`config.mk`:
```
export PLATFORM = sky130hd
export DESIGN_NAME = cpio_newc_stream_parser_core
export DESIGN_NICKNAME = d
export VERILOG_FILES = /design/src/rtl/cnsp_pkg.sv /design/src/rtl/cpio_newc_stream_parser_core.sv /design/src/rtl/cnsp_front.sv /design/src/rtl/cnsp_fifo.sv /design/src/rtl/cnsp_back.sv
export SDC_FILE = /design/constraint.sdc
export NUM_CORES = 1
export LEC_CHECK = 0
export ABC_AREA = 1
export BUFFER_PORTS_ARGS = -buffer_cell sky130_fd_sc_hd__buf_4
export CAP_MARGIN = 20
export CORE_MARGIN = 8
export CORE_UTILIZATION = 40
export DETAILED_ROUTE_END_ITERATION = 10
export SYNTH_ARGS = -nofsm -noshare
export SYNTH_HDL_FRONTEND = slang
export SYNTH_SLANG_ARGS = --single-unit
```
`constraint.sdc`:
```
create_clock -name aclk -period 23.6 [get_ports aclk]
set_clock_uncertainty 0.2 [all_clocks]
set_input_delay 5.9 -clock aclk [delete_from_list [all_inputs] [get_ports aclk]]
set_output_delay 5.9 -clock aclk [all_outputs]
set_load 0.05 [all_outputs]
```
`src/rtl/cnsp_pkg.sv`:
```
// Shared types, codes and lookup functions for the cpio newc stream parser.
// Used by every module of the block; no dependencies.
package cnsp_pkg;

    typedef enum logic [2:0] {
        PH_MAGIC   = 3'd0,
        PH_HEX     = 3'd1,
        PH_NAME    = 3'd2,
        PH_NAMEPAD = 3'd3,
        PH_DATA    = 3'd4,
        PH_DATAPAD = 3'd5,
        PH_DONE    = 3'd6,
        PH_ERROR   = 3'd7
    } phase_t;

    typedef enum logic [2:0] {
        KIND_HEADER = 3'd0,
        KIND_NAME   = 3'd1,
        KIND_DATA   = 3'd2,
        KIND_END    = 3'd3,
        KIND_ERROR  = 3'd4
    } kind_t;

    // field numbers of the newc header that the records carry
    localparam logic [3:0] FLD_INO      = 4'd0;
    localparam logic [3:0] FLD_MODE     = 4'd1;
    localparam logic [3:0] FLD_UID      = 4'd2;
    localparam logic [3:0] FLD_GID      = 4'd3;
    localparam logic [3:0] FLD_MTIME    = 4'd5;
    localparam logic [3:0] FLD_FILESIZE = 4'd6;
    localparam logic [3:0] FLD_NAMESIZE = 4'd11;
    localparam logic [3:0] FLD_LAST     = 4'd12;

    localparam logic [2:0] MAGIC_LAST   = 3'd5;
    localparam logic [2:0] DIGIT_LAST   = 3'd7;
    localparam logic [3:0] TRAILER_LEN  = 4'd11;
    localparam int unsigned TDATA_W     = 280;

    typedef struct packed {
        kind_t       kind;
        logic [15:0] file_index;
        logic [31:0] inode_number;
        logic [31:0] file_mode;
        logic [31:0] owner_uid;
        logic [31:0] owner_gid;
        logic [31:0] modify_time;
        logic [31:0] file_size;
        logic [31:0] name_size;
        logic [31:0] data_offset;
        logic [7:0]  byte_value;
        logic        last_of_run;
    } record_t;

    typedef struct packed {
        logic    push;
        record_t rec;
    } rec_push_t;

    function automatic logic [7:0] magic_char(input logic [2:0] idx);
        logic [7:0] c;
        unique case (idx)
            3'd0, 3'd2, 3'd4: c = 8'h30;
            3'd1, 3'd3:       c = 8'h37;
            3'd5:             c = 8'h31;
            default:          c = 8'h00;
        endcase
        return c;
    endfunction

    function automatic logic [7:0] trailer_char(input logic [3:0] idx);
        logic [7:0] c;
        unique case (idx)
            4'd0:             c = 8'h54; // T
            4'd1:             c = 8'h52; // R
            4'd2:             c = 8'h41; // A
            4'd3:             c = 8'h49; // I
            4'd4:             c = 8'h4C; // L
            4'd5:             c = 8'h45; // E
            4'd6:             c = 8'h52; // R
            4'd7, 4'd8, 4'd9: c = 8'h21; // !
            default:          c = 8'h00;
        endcase
        return c;
    endfunction

    // {valid, nibble}; both upper and lower case letters decode
    function automatic logic [4:0] hex_value(input logic [7:0] c);
        logic [4:0] r;
        if (c >= 8'h30 && c <= 8'h39) begin
            r = {1'b1, c[3:0]};
        end else if ((c >= 8'h41 && c <= 8'h46) || (c >= 8'h61 && c <= 8'h66)) begin
            r = {1'b1, c[3:0] + 4'd9};
        end else begin
            r = 5'd0;
        end
        return r;
    endfunction

endpackage

```
`src/rtl/cpio_newc_stream_parser_core.sv`:
```
// cpio newc archive parser: one archive byte in on s_, header, name, data, end
// and error records out on m_. One byte is taken every cycle while the
// two-entry record queue has room; a record goes through the queue and the
// output register to m_, and only m_tready back-pressure slows the input.
// After an end or error record every further byte is taken and dropped until
// reset. Depends on cnsp_pkg, cnsp_front, cnsp_fifo and cnsp_back.
module cpio_newc_stream_parser_core (
    input  logic                            aclk,
    input  logic                            aresetn,
    input  logic                            s_tvalid,
    output logic                            s_tready,
    input  logic [7:0]                      s_tdata,   // [7:0] archive_byte
    output logic                            m_tvalid,
    input  logic                            m_tready,
    // [15:0] file_index, [47:16] inode_number, [79:48] file_mode,
    // [111:80] owner_uid, [143:112] owner_gid, [175:144] modify_time,
    // [207:176] file_size, [239:208] name_size, [271:240] data_offset,
    // [279:272] byte_value
    output logic [cnsp_pkg::TDATA_W-1:0]    m_tdata,
    output logic [2:0]                      m_tuser,   // [2:0] kind
    output logic                            m_tlast    // last_of_run
);

    cnsp_pkg::rec_push_t rec_push;
    cnsp_pkg::record_t   q_head;
    logic                q_full;
    logic                q_not_empty;
    logic                q_pop;
    logic                s_fire;

    assign s_tready = !q_full;
    assign s_fire   = s_tvalid && s_tready;

    cnsp_front u_front (
        .aclk      (aclk),
        .aresetn   (aresetn),
        .byte_fire (s_fire),
        .byte_in   (s_tdata),
        .out_push  (rec_push)
    );

    cnsp_fifo u_fifo (
        .aclk      (aclk),
        .aresetn   (aresetn),
        .in_push   (rec_push),
        .full      (q_full),
        .not_empty (q_not_empty),
        .pop       (q_pop),
        .head      (q_head)
    );

    cnsp_back u_back (
        .aclk        (aclk),
        .aresetn     (aresetn),
        .q_not_empty (q_not_empty),
        .q_head      (q_head),
        .q_pop       (q_pop),
        .m_tvalid    (m_tvalid),
        .m_tready    (m_tready),
        .m_tdata     (m_tdata),
        .m_tuser     (m_tuser),
        .m_tlast     (m_tlast)
    );

endmodule

```
`src/rtl/cnsp_front.sv`:
```
// Front end: takes archive bytes, tracks the parse phase and builds records.
// Depends on cnsp_pkg; feeds cnsp_fifo.
module cnsp_front (
    input  logic                 aclk,
    input  logic                 aresetn,
    input  logic                 byte_fire,
    input  logic [7:0]           byte_in,
    output cnsp_pkg::rec_push_t  out_push
);

    cnsp_pkg::phase_t phase_reg, phase_next;
    logic [3:0]  fn_reg, fn_next;
    logic [2:0]  dc_reg, dc_next;
    logic [27:0] acc_reg, acc_next;
    logic [31:0] off_reg, off_next;
    logic [31:0] rem_reg, rem_next;
    logic        tmatch_reg, tmatch_next;
    logic [3:0]  npos_reg, npos_next;
    logic [15:0] cnt_reg, cnt_next;
    logic        ns_ge11_reg, ns_ge11_next;

    logic [31:0] ino_reg, mode_reg, uid_reg, gid_reg, mtime_reg, fsize_reg, nsize_reg;
    logic [31:0] dofs_reg;

    logic [1:0]  nxt2;
    logic [4:0]  hex_d;
    logic [31:0] field_v;
    logic        field_wr;
    logic        tm_new;
    cnsp_pkg::phase_t fin_phase, data_phase, name_after_phase;
    cnsp_pkg::rec_push_t rp;

    assign nxt2    = off_reg[1:0] + 2'd1;
    assign hex_d   = cnsp_pkg::hex_value(byte_in);
    assign field_v = {acc_reg, hex_d[3:0]};
    assign tm_new  = tmatch_reg &
                     !(npos_reg < cnsp_pkg::TRAILER_LEN && byte_in != cnsp_pkg::trailer_char(npos_reg));

    // where an entry goes once its name or data is used up
    assign fin_phase        = (nxt2 != 2'd0) ? cnsp_pkg::PH_DATAPAD : cnsp_pkg::PH_MAGIC;
    assign data_phase       = (fsize_reg != 32'd0) ? cnsp_pkg::PH_DATA : fin_phase;
    assign name_after_phase = (nxt2 != 2'd0) ? cnsp_pkg::PH_NAMEPAD : data_phase;

    always_comb begin
        phase_next   = phase_reg;
        fn_next      = fn_reg;
        dc_next      = dc_reg;
        acc_next     = acc_reg;
        off_next     = off_reg;
        rem_next     = rem_reg;
        tmatch_next  = tmatch_reg;
        npos_next    = npos_reg;
        cnt_next     = cnt_reg;
        ns_ge11_next = ns_ge11_reg;
        field_wr     = 1'b0;
        rp           = '0;
        rp.rec.file_index = cnt_reg;

        if (byte_fire && phase_reg != cnsp_pkg::PH_DONE && phase_reg != cnsp_pkg::PH_ERROR) begin
            off_next = off_reg + 32'd1;
            unique case (phase_reg)
                cnsp_pkg::PH_MAGIC: begin
                    if (byte_in != cnsp_pkg::magic_char(dc_reg)) begin
                        phase_next  = cnsp_pkg::PH_ERROR;
                        rp.push     = 1'b1;
                        rp.rec.kind = cnsp_pkg::KIND_ERROR;
                    end else if (dc_reg == cnsp_pkg::MAGIC_LAST) begin
                        phase_next = cnsp_pkg::PH_HEX;
                        dc_next    = 3'd0;
                    end else begin
                        dc_next = dc_reg + 3'd1;
                    end
                end
                cnsp_pkg::PH_HEX: begin
                    if (!hex_d[4]) begin
                        phase_next  = cnsp_pkg::PH_ERROR;
                        rp.push     = 1'b1;
                        rp.rec.kind = cnsp_pkg::KIND_ERROR;
                    end else if (dc_reg != cnsp_pkg::DIGIT_LAST) begin
                        acc_next = field_v[27:0];
                        dc_next  = dc_reg + 3'd1;
                    end else begin
                        field_wr = 1'b1;
                        acc_next = '0;
                        dc_next  = 3'd0;
                        if (fn_reg != cnsp_pkg::FLD_LAST) begin
                            fn_next = fn_reg + 4'd1;
                        end else begin
                            fn_next                = 4'd0;
                            rp.push                = 1'b1;
                            rp.rec.kind            = cnsp_pkg::KIND_HEADER;
                            rp.rec.inode_number    = ino_reg;
                            rp.rec.file_mode       = mode_reg;
                            rp.rec.owner_uid       = uid_reg;
                            rp.rec.owner_gid       = gid_reg;
                            rp.rec.modify_time     = mtime_reg;
                            rp.rec.file_size       = fsize_reg;
                            rp.rec.name_size       = nsize_reg;
                            rp.rec.data_offset     = dofs_reg;
                            rp.rec.last_of_run     = (fsize_reg == 32'd0);
                            tmatch_next  = 1'b1;
                            npos_next    = 4'd0;
                            ns_ge11_next = (nsize_reg >= 32'd11);
                            if (nsize_reg != 32'd0) begin
                                phase_next = cnsp_pkg::PH_NAME;
                                rem_next   = nsize_reg;
                            end else begin
                                phase_next = name_after_phase;
                                rem_next   = fsize_reg;
                                if (nxt2 == 2'd0 && fsize_reg == 32'd0 && cnt_reg != 16'hFFFF) begin
                                    cnt_next = cnt_reg + 16'd1;
                                end
                            end
                        end
                    end
                end
                cnsp_pkg::PH_NAME: begin
                    rem_next    = rem_reg - 32'd1;
                    tmatch_next = tm_new;
                    if (npos_reg < cnsp_pkg::TRAILER_LEN) begin
                        npos_next = npos_reg + 4'd1;
                    end
                    rp.push = 1'b1;
                    if (rem_reg == 32'd1 && tm_new && ns_ge11_reg) begin
                        phase_next  = cnsp_pkg::PH_DONE;
                        rp.rec.kind = cnsp_pkg::KIND_END;
                    end else begin
                        rp.rec.kind       = cnsp_pkg::KIND_NAME;
                        rp.rec.byte_value = byte_in;
                        if (rem_reg == 32'd1) begin
                            rp.rec.last_of_run = 1'b1;
                            phase_next         = name_after_phase;
                            if (nxt2 == 2'd0) begin
                                rem_next = fsize_reg;
                                if (fsize_reg == 32'd0 && cnt_reg != 16'hFFFF) begin
                                    cnt_next = cnt_reg + 16'd1;
                                end
                            end
                        end
                    end
                end
                cnsp_pkg::PH_NAMEPAD: begin
                    if (nxt2 == 2'd0) begin
                        phase_next = data_phase;
                        rem_next   = fsize_reg;
                        if (fsize_reg == 32'd0 && cnt_reg != 16'hFFFF) begin
                            cnt_next = cnt_reg + 16'd1;
                        end
                    end
                end
                cnsp_pkg::PH_DATA: begin
                    rem_next          = rem_reg - 32'd1;
                    rp.push           = 1'b1;
                    rp.rec.kind       = cnsp_pkg::KIND_DATA;
                    rp.rec.byte_value = byte_in;
                    if (rem_reg == 32'd1) begin
                        rp.rec.last_of_run = 1'b1;
                        phase_next         = fin_phase;
                        if (cnt_reg != 16'hFFFF) begin
                            cnt_next = cnt_reg + 16'd1;
                        end
                    end
                end
                cnsp_pkg::PH_DATAPAD: begin
                    if (nxt2 == 2'd0) begin
                        phase_next = cnsp_pkg::PH_MAGIC;
                    end
                end
                default: begin
                    phase_next = phase_reg;
                end
            endcase
        end
    end

    always_ff @(posedge aclk) begin
        if (!aresetn) begin
            phase_reg   <= cnsp_pkg::PH_MAGIC;
            fn_reg      <= '0;
            dc_reg      <= '0;
            acc_reg     <= '0;
            off_reg     <= '0;
            rem_reg     <= '0;
            tmatch_reg  <= 1'b1;
            npos_reg    <= '0;
            cnt_reg     <= '0;
            ns_ge11_reg <= 1'b0;
        end else begin
            phase_reg   <= phase_next;
            fn_reg      <= fn_next;
            dc_reg      <= dc_next;
            acc_reg     <= acc_next;
            off_reg     <= off_next;
            rem_reg     <= rem_next;
            tmatch_reg  <= tmatch_next;
            npos_reg    <= npos_next;
            cnt_reg     <= cnt_next;
            ns_ge11_reg <= ns_ge11_next;
        end
    end

    // header field store; only the fields that records carry are kept
    always_ff @(posedge aclk) begin
        if (field_wr) begin
            unique case (fn_reg)
                cnsp_pkg::FLD_INO:      ino_reg   <= field_v;
                cnsp_pkg::FLD_MODE:     mode_reg  <= field_v;
                cnsp_pkg::FLD_UID:      uid_reg   <= field_v;
                cnsp_pkg::FLD_GID:      gid_reg   <= field_v;
                cnsp_pkg::FLD_MTIME:    mtime_reg <= field_v;
                cnsp_pkg::FLD_FILESIZE: fsize_reg <= field_v;
                cnsp_pkg::FLD_NAMESIZE: nsize_reg <= field_v;
                default: ;
            endcase
        end
    end

    // header ends eight bytes after the first digit of the last field: align that
    // plus the name size, ahead of the header record
    always_ff @(posedge aclk) begin
        if (byte_fire && phase_reg == cnsp_pkg::PH_HEX && fn_reg == cnsp_pkg::FLD_LAST
            && dc_reg == 3'd0) begin
            dofs_reg <= (off_reg + nsize_reg + 32'd11) & ~32'd3;
        end
    end

    assign out_push = rp;

    a_halt_silent: assert property (@(posedge aclk) disable iff (!aresetn)
        (phase_reg == cnsp_pkg::PH_DONE || phase_reg == cnsp_pkg::PH_ERROR) |-> !rp.push)
        else $error("record built while halted");

    a_header_from_hex: assert property (@(posedge aclk) disable iff (!aresetn)
        (rp.push && rp.rec.kind == cnsp_pkg::KIND_HEADER) |=> (phase_reg != cnsp_pkg::PH_HEX
         && phase_reg != cnsp_pkg::PH_MAGIC && fn_reg == 4'd0))
        else $error("header record did not leave the header phase");

    a_error_halts: assert property (@(posedge aclk) disable iff (!aresetn)
        (rp.push && rp.rec.kind == cnsp_pkg::KIND_ERROR) |=> phase_reg == cnsp_pkg::PH_ERROR)
        else $error("error record without halt");

endmodule

```
`src/rtl/cnsp_fifo.sv`:
```
// Two-entry record queue between the parser front end and the output stage.
// Depends on cnsp_pkg.
module cnsp_fifo (
    input  logic                 aclk,
    input  logic                 aresetn,
    input  cnsp_pkg::rec_push_t  in_push,
    output logic                 full,
    output logic                 not_empty,
    input  logic                 pop,
    output cnsp_pkg::record_t    head
);

    cnsp_pkg::record_t mem_reg [2];
    logic       wr_ptr_reg, wr_ptr_next;
    logic       rd_ptr_reg, rd_ptr_next;
    logic [1:0] count_reg, count_next;
    logic       do_push, do_pop;

    assign full      = (count_reg == 2'd2);
    assign not_empty = (count_reg != 2'd0);
    assign do_push   = in_push.push;
    assign do_pop    = pop && not_empty;
    assign head      = mem_reg[rd_ptr_reg];

    always_comb begin
        wr_ptr_next = wr_ptr_reg ^ do_push;
        rd_ptr_next = rd_ptr_reg ^ do_pop;
        count_next  = count_reg + {1'b0, do_push} - {1'b0, do_pop};
    end

    always_ff @(posedge aclk) begin
        if (!aresetn) begin
            wr_ptr_reg <= 1'b0;
            rd_ptr_reg <= 1'b0;
            count_reg  <= '0;
        end else begin
            wr_ptr_reg <= wr_ptr_next;
            rd_ptr_reg <= rd_ptr_next;
            count_reg  <= count_next;
        end
    end

    always_ff @(posedge aclk) begin
        if (do_push) begin
            mem_reg[wr_ptr_reg] <= in_push.rec;
        end
    end

    a_no_overflow: assert property (@(posedge aclk) disable iff (!aresetn)
        in_push.push |-> !full)
        else $error("record pushed into full queue");

    a_count_range: assert property (@(posedge aclk) disable iff (!aresetn)
        count_reg != 2'd3)
        else $error("queue count out of range");

    a_ptr_track: assert property (@(posedge aclk) disable iff (!aresetn)
        (count_reg == 2'd0 || count_reg == 2'd2) |-> (wr_ptr_reg == rd_ptr_reg))
        else $error("queue pointers disagree with count");

endmodule

```
`src/rtl/cnsp_back.sv`:
```
// Output stage: holds one record on the result stream until it is taken.
// Depends on cnsp_pkg; pulls from cnsp_fifo.
module cnsp_back (
    input  logic                            aclk,
    input  logic                            aresetn,
    input  logic                            q_not_empty,
    input  cnsp_pkg::record_t               q_head,
    output logic                            q_pop,
    output logic                            m_tvalid,
    input  logic                            m_tready,
    output logic [cnsp_pkg::TDATA_W-1:0]    m_tdata,
    output logic [2:0]                      m_tuser,
    output logic                            m_tlast
);

    logic              valid_reg, valid_next;
    cnsp_pkg::record_t out_reg;
    logic              load;

    // refill whenever the held transfer goes or nothing is held
    assign load       = q_not_empty && (!valid_reg || m_tready);
    assign q_pop      = load;
    assign valid_next = load || (valid_reg && !m_tready);

    always_ff @(posedge aclk) begin
        if (!aresetn) begin
            valid_reg <= 1'b0;
        end else begin
            valid_reg <= valid_next;
        end
    end

    always_ff @(posedge aclk) begin
        if (load) begin
            out_reg <= q_head;
        end
    end

    assign m_tvalid = valid_reg;
    assign m_tuser  = out_reg.kind;
    assign m_tlast  = out_reg.last_of_run;
    assign m_tdata  = {out_reg.byte_value, out_reg.data_offset, out_reg.name_size,
                       out_reg.file_size, out_reg.modify_time, out_reg.owner_gid,
                       out_reg.owner_uid, out_reg.file_mode, out_reg.inode_number,
                       out_reg.file_index};

endmodule

```
Yosys cells after proc, flatten, opt, wreduce, memory -nomap -nowiden
Memories as Yosys holds them, arrays and structs flattened. A register that Yosys moved wholly into a read port is not among the register bits.
Cells that the tools add are included.
{ "totals": {"ff_bits": 383, "ram_bits": 568, "romBits": 112, "input_bits": 12, "out_inout_bits": 286, "word_cells": 232, "mem_count": 2} }
{ "classes": {"n_addsub": 12, "order_cmp": 8, "n_eq_ne": 43, "n_mux": 84, "n_bitwise": 5, "n_reduce_logical": 56} }
{ "mem_list": {"columns": ["name", "depth", "word_bits", "read_ports", "rd_clocked_by_memory_dff", "write_ports", "line", "text"], "rows": [
  ["u_fifo.mem_reg", 2, 284, 1, 1, 1, "cnsp_fifo.sv:13", "cnsp_pkg::record_t mem_reg [2];"],
  ["(no name shown)", 16, 7, 1, 1, 0, "cnsp_pkg.sv:72", "unique case (idx)"]
]} }
{ "ops": {"columns": ["op", "n"], "rows": [
  ["two-way mux 256 bit", 4],
  ["two-way mux 265 bit", 1],
  ["two-way mux 32 bit", 8],
  ["two-way mux 16 bit", 11],
  ["one-hot mux 32 bit (4 select lines)", 1],
  ["one-hot mux 16 bit (4 select lines)", 1],
  ["nonzero test 32 bit", 2],
  ["two-way mux 3 bit", 18],
  ["two-way mux 4 bit", 12],
  ["adder 32 x 1 -> 32 bit, second input constant", 1],
  ["adder 32 bit", 1],
  ["adder 32 x 4 -> 32 bit, second input constant", 1],
  ["equality test 32 x 1 -> 1 bit, second input constant", 1],
  [">= comparator 32 x 4 -> 1 bit, second input constant", 1],
  ["zero test 32 bit", 1],
  ["subtractor 32 x 1 -> 32 bit, second input constant", 1],
  ["two-way mux 28 bit", 1],
  ["logical AND 1 bit", 18],
  ["one-hot mux 3 bit (6 select lines)", 1],
  ["one-hot mux 6 bit (3 select lines)", 1],
  ["adder 16 x 1 -> 16 bit, second input constant", 1],
  [">= comparator 8 x 7 -> 1 bit, second input constant", 2],
  ["less-or-equal comparator 8 x 7 -> 1 bit, second input constant", 2],
  ["two-way mux 8 bit", 2],
  ["54 further kinds", 115]
]} }

Longest topological paths before layout
{ "depth": {"ltp_word": 12, "depth_mapped": 18, "mapped_depth_nobuf": 18} }

Cells and area by module
A second synthesis with hierarchy kept.
{ "hier_totals": {"cells_unflattened": 3763, "area_unflattened_um2": 51546.9} }
{ "by_module_without_submodules": {"columns": ["mod", "instances", "cells_each", "area_per_inst_um2", "seq_area_each_um2"], "rows": [
  ["cnsp_fifo", 1, 919, 21879.7, 17156.5],
  ["cnsp_front", 1, 2550, 21074.0, 10249.8],
  ["cnsp_back", 1, 291, 8579.5, 8548.2],
  ["cpio_newc_stream_parser_core", 1, 3, 13.8, 0.0]
]} }

Worst setup path before layout
Ideal clock, no wire load.
{ "synth_path": {"path_kind": "input -> register", "from": "input s_tdata[0]", "to": "memory u_fifo.mem_reg[1][0] in the netlist's numbering (enable)", "setup_ns": 0.681, "arrival_time_ns": 13.475, "required_time_ns": 22.719, "setup_slack_ns": 9.244, "cell_stages": 11, "n_path_buf": 0, "cell_sequence": "inv_2 -> ha_1 -> o21ai_0 -> nand2_1 -> nand2_2 -> nand3_4 -> a21boi_0 -> nand2_1 -> nand2_1 -> inv_1 -> ha_1"} }
{ "synth_via": {"elab_chain_len": 10, "word_cells_on_any_way": 19, "cone_classes": "6 x order compare; 1 x eq/ne; 8 x mux; 4 x reduce/logical"} }
{ "synth_rtl": {"columns": ["item", "line", "text"], "rows": [
  ["start, declared", "cpio_newc_stream_parser_core.sv:12", "input logic [7:0] s_tdata,"],
  [">= comparator 8 x 7 -> 1 bit or less-or-equal comparator 8 x 7 -> 1 bit (tied branches)", "cnsp_pkg.sv:91", "end else if ((c >= 8'h41 && c <= 8'h46) || (c >= 8'h61 && c <= 8'h66)) begin"],
  ["logical AND 1 bit", "cnsp_pkg.sv:91", null],
  ["logical OR 1 bit", "cnsp_pkg.sv:91", null],
  ["two-way mux 5 bit", "cnsp_pkg.sv:91", null],
  ["two-way mux 5 bit", "cnsp_pkg.sv:89", "if (c >= 8'h30 && c <= 8'h39) begin"],
  ["two-way mux 4 bit", "cnsp_front.sv:75", "if (!hex_d[4]) begin"],
  ["one-hot mux 4 bit (4 select lines) *", "cnsp_front.sv:61", "unique case (phase_reg)"],
  ["two-way mux 4 bit *", "cnsp_front.sv:59", "if (byte_fire && phase_reg != cnsp_pkg::PH_DONE && phase_reg != cnsp_pkg::PH_ERROR) begin"],
  ["two-way mux 1 bit *", "cnsp_fifo.sv:44", "if (do_push) begin"],
  ["two-way mux 1 bit (not written as such) *", "cnsp_fifo.sv:45", "mem_reg[wr_ptr_reg] <= in_push.rec;"],
  ["end, declared", "cnsp_fifo.sv:13", null]
]} }
Every way passes the cells marked *; elsewhere a longest branch is shown, timed or not.

Worst setup path after layout
{ "layout_path": {"from": "input s_tdata[0]", "to": "memory u_fifo.mem_reg[1][88] in the netlist's numbering (enable)"} }
Same word-level chain as after synthesis.

==> summary.md <==
| Metric | Value |
|---|---|
| Pleak | `0.0236 uW` |
| Post-DRT Antenna Nets | `0` |
| Minimum clock period | `9.16 ns` |
| Vias | `31000` |
| Fin. Hold Viols | `0` |
| Element type at the critical path end | `register` |
| Status | `completed` |
| Initial core utilization | `0.402` |
| I/O pins | `298` |
| Core box area | `0.123 sq mm` |
| Maximum vdd drop | `0.114 mV` |
| Die Width | `368 um` |
| Tightest Pin Transition | `1.31 ns` |
| Hold Path Class | `register to register` |
| Initial antenna violation count | `6` |
| Mean Syn Cell Area | `11.7 sq um` |
| Starting DRT DRC Count | `2812` |
| Mapped Area | `0.0496 sq mm` |
| Final Util | `0.470` |
| Crit path DAT | `9.30 ns` |
| Sequential share of the synthesized area | `0.721` |
| Final period utilization | `0.388` |
| Resized cells post-CTS | `0` |
| First-pass GRT wire length | `189 mm` |
| Reg clk slew, reported paths | `0.06 ns` |
| Clock tree buffer depth | `3` |
| Setup-failing EPs final | `0` |
| CP max stage cell | `ha_4` |
| H-tree depth | `4` |
| Wire length per cell | `20.2 um` |
| Hold buffers post-CTS | `0` |
| Critical path's largest stage delay | `0.85 ns` |
| Post-CTS setup buffer count | `0` |
| RSZ-0062 raised after global routing | `false` |
| Critical Path Start Type | `input port` |
| Drt drc | `0` |
| Total iterations of the first detailed-routing run | `6` |
| Die height | `368 um` |
| Dpl cell area | `0.0536 sq mm` |
| Clock latency on the worst-skew pair | `0.75 ns` |
| Most common cell in the netlist | `nand2_1` |
| Synth cell types | `55` |
| Grt total ovfl | `0` |
| WP data required | `23.74 ns` |
| Post-place setup slack | `13.68 ns` |
| Buf/Inv on CP | `4` |
| Yosys warns | `0` |
| Gate Count Post-Synth | `4258` |
| Placer Congestion | `0.913` |
| Worst Hold End | `u_front.ns_ge11_reg` |
| Most used flip-flop cell after synthesis | `edfxtp_1` |
| WHS Path Cells | `2` |
| Power per Cell Area | `140 mW/mm^2` |
| Setup TNS | `0 ns` |
| CTS Buf Count | `132` |
| Post-Layout Cell Count | `6320` |
| Max-slew violations | `0` |
| Routed Wire Length | `128 mm` |
| P&R area growth vs syn | `17.1%` |
| FF-to-FF path depth | `10` |
| Final setup margin | `14.44 ns` |
| Post-synth EDFFs | `1100` |
| CP most frequent cell | `nand2_1` |
| Critical Path, Cell by Cell | `buf_4 -> inv_2 -> ha_1 -> o21ai_0 -> nand2_1 -> nand2_2 -> nand3_4 -> a21boi_0 -> nand2_1 -> nand2_1 -> inv_1 -> ha_4 -> buf_4` |
| Synth async-reset ratio | `0` |
| Largest net degree at the start of global routing | `194` |
| Yosys top cell area share | `0.666` |
| Clk sinks | `1236` |
| Dpl cells | `6079` |
| Max Cap Viol | `0` |
| Number of global-route vias before repair | `30100` |
| CTS tree | `yes` |
| Slew headroom | `0.125` |
| Gr usage total | `0.183` |
| Die area | `0.136 sq mm` |
| Family with the most delay on the worst path | `buffers and inverters` |
| Site Rows | `129` |
| Crit path kind | `input port to register` |
| Reg-to-reg startpoint | `u_front.phase_reg[1]` |
| Hold_sp | `u_front.ns_ge11_reg` |
| Post-DR vias/cell | `4.91` |
| Share of post-route cells with drive strength above 1 | `0.134` |
| Synth cell count leaders | `nand2_1, edfxtp_1, nor2_1, inv_1, a21oi_1` |
| Internal reg-to-reg setup slack | `18.99 ns` |
| Flops & latches, synth | `1236` |
| CP Max Fanout | `66` |
| Peak Freq | `0.109 GHz` |
| Number of flip-flops under the largest register name | `564` |
| Clock root buffer | `clkbuf_16` |
| Worst reg2reg endpoint | `u_fifo.mem_reg[1][88]` |
| Top cells by area, synth | `edfxtp_1, nand2_1, dfxtp_1, nor2_1, inv_1` |
| # port buffers | `295` |
| Nets | `4675` |
| Post-DP HPWL | `82.5 mm` |
| Synth area leader | `edfxtp_1` |
| Fin area | `0.0581 sq mm` |
## worst max-delay path by stage
| stage | from | end | slack, ns | cells past startpoint |
|---|---|---|---|---|
| after floorplan | s_tdata[0] | u_fifo.mem_reg[1][0] | 9.24 | 11 |
| after global placement | s_tdata[0] | u_fifo.mem_reg[1][85] | 13.68 | 13 |
| after detailed placement | s_tdata[0] | u_fifo.mem_reg[1][64] | 13.68 | 13 |
| after CTS | s_tdata[0] | u_fifo.mem_reg[1][84] | 14.45 | 13 |
| after global routing | s_tdata[0] | u_fifo.mem_reg[1][88] | 14.20 | 13 |
| final | s_tdata[0] | u_fifo.mem_reg[1][88] | 14.44 | 13 |
## cells by family after synthesis
family / after synthesis / share of synthesized area
buffers and inverters: 609 / 0.0482
other: 1 / 0.0000756
XOR/XNOR: 78 / 0.0138
flip-flops: 1236 / 0.721
AO/OA/AOI/OAI: 342 / 0.0382
adder cells (fa/ha/maj): 86 / 0.0218
AND/OR/NAND/NOR: 1906 / 0.157
## cells in the final DEF, fill, tap and decap left out, drive strengths merged, types with 3 or more instances in the layout
master	instances
clkinvlp	9
xor2	56
a21o	3
a22oi	3
nand2	1215
a31oi	8
nor2	476
nand3b	5
nor3b	3
nor3	48
buf	324
xnor2	22
bufinv	13
nand3	92
inv	479
nand4	47
o21bai	4
a21oi	165
o211ai	29
edfxtp	1100
ha	85
or2	7
nor4	12
o21a	5
clkinv	39
a21boi	3
o22ai	6
dfxtp	136
o21ai	108
clkbuf	167
## where the power goes
group          internal [uW]  switching [uW]  total [uW]
Combinational            638            2080        2720
Clock                   1240             870        2110
Sequential              3130             193        3320
## layout make-up
cell class,instances,area (sq um)
Tap cell,1637,2050
Antenna cell,2,5.00
Clock buffer,167,3600
Multi-Input combinational cell,2414,11600
Inverter,469,1780
Fill cell,11100,65400
Timing Repair Buffer,324,2490
Sequential cell,1236,35800
Clock inverter,71,855
## worst reg2reg max path, cell delays in order, from the launching register on
cell     delay, ns
dfxtp_1       0.61
nand3_2       0.29
inv_2         0.50
nor2_1        0.19
inv_1         0.21
nor2_1        0.07
nand2_1       0.07
nand2_1       0.07
inv_1         0.15
ha_4          0.85
buf_4         0.85
## metal layers
layer | share of wire | wire, um | up-vias | global-route usage
met5 | 0 | 0 | - | 0
met4 | 0.032 | 4090 | 0 | 0.0634
met3 | 0.059 | 7590 | 206 | 0.0314
met2 | 0.48 | 61400 | 845 | 0.302
met1 | 0.43 | 54800 | 15100 | 0.244
li1 | - | - | 14900 | -
## stage by stage
step	hold slack, ns	power (uW)
final	0.302	8150
after global routing	0.319	8550
after floorplan	0.237	5330
after CTS	0.302	8250
after detailed placement	0.288	6130
after global placement	0.281	6120
Power figures use the tool's default switching activity.
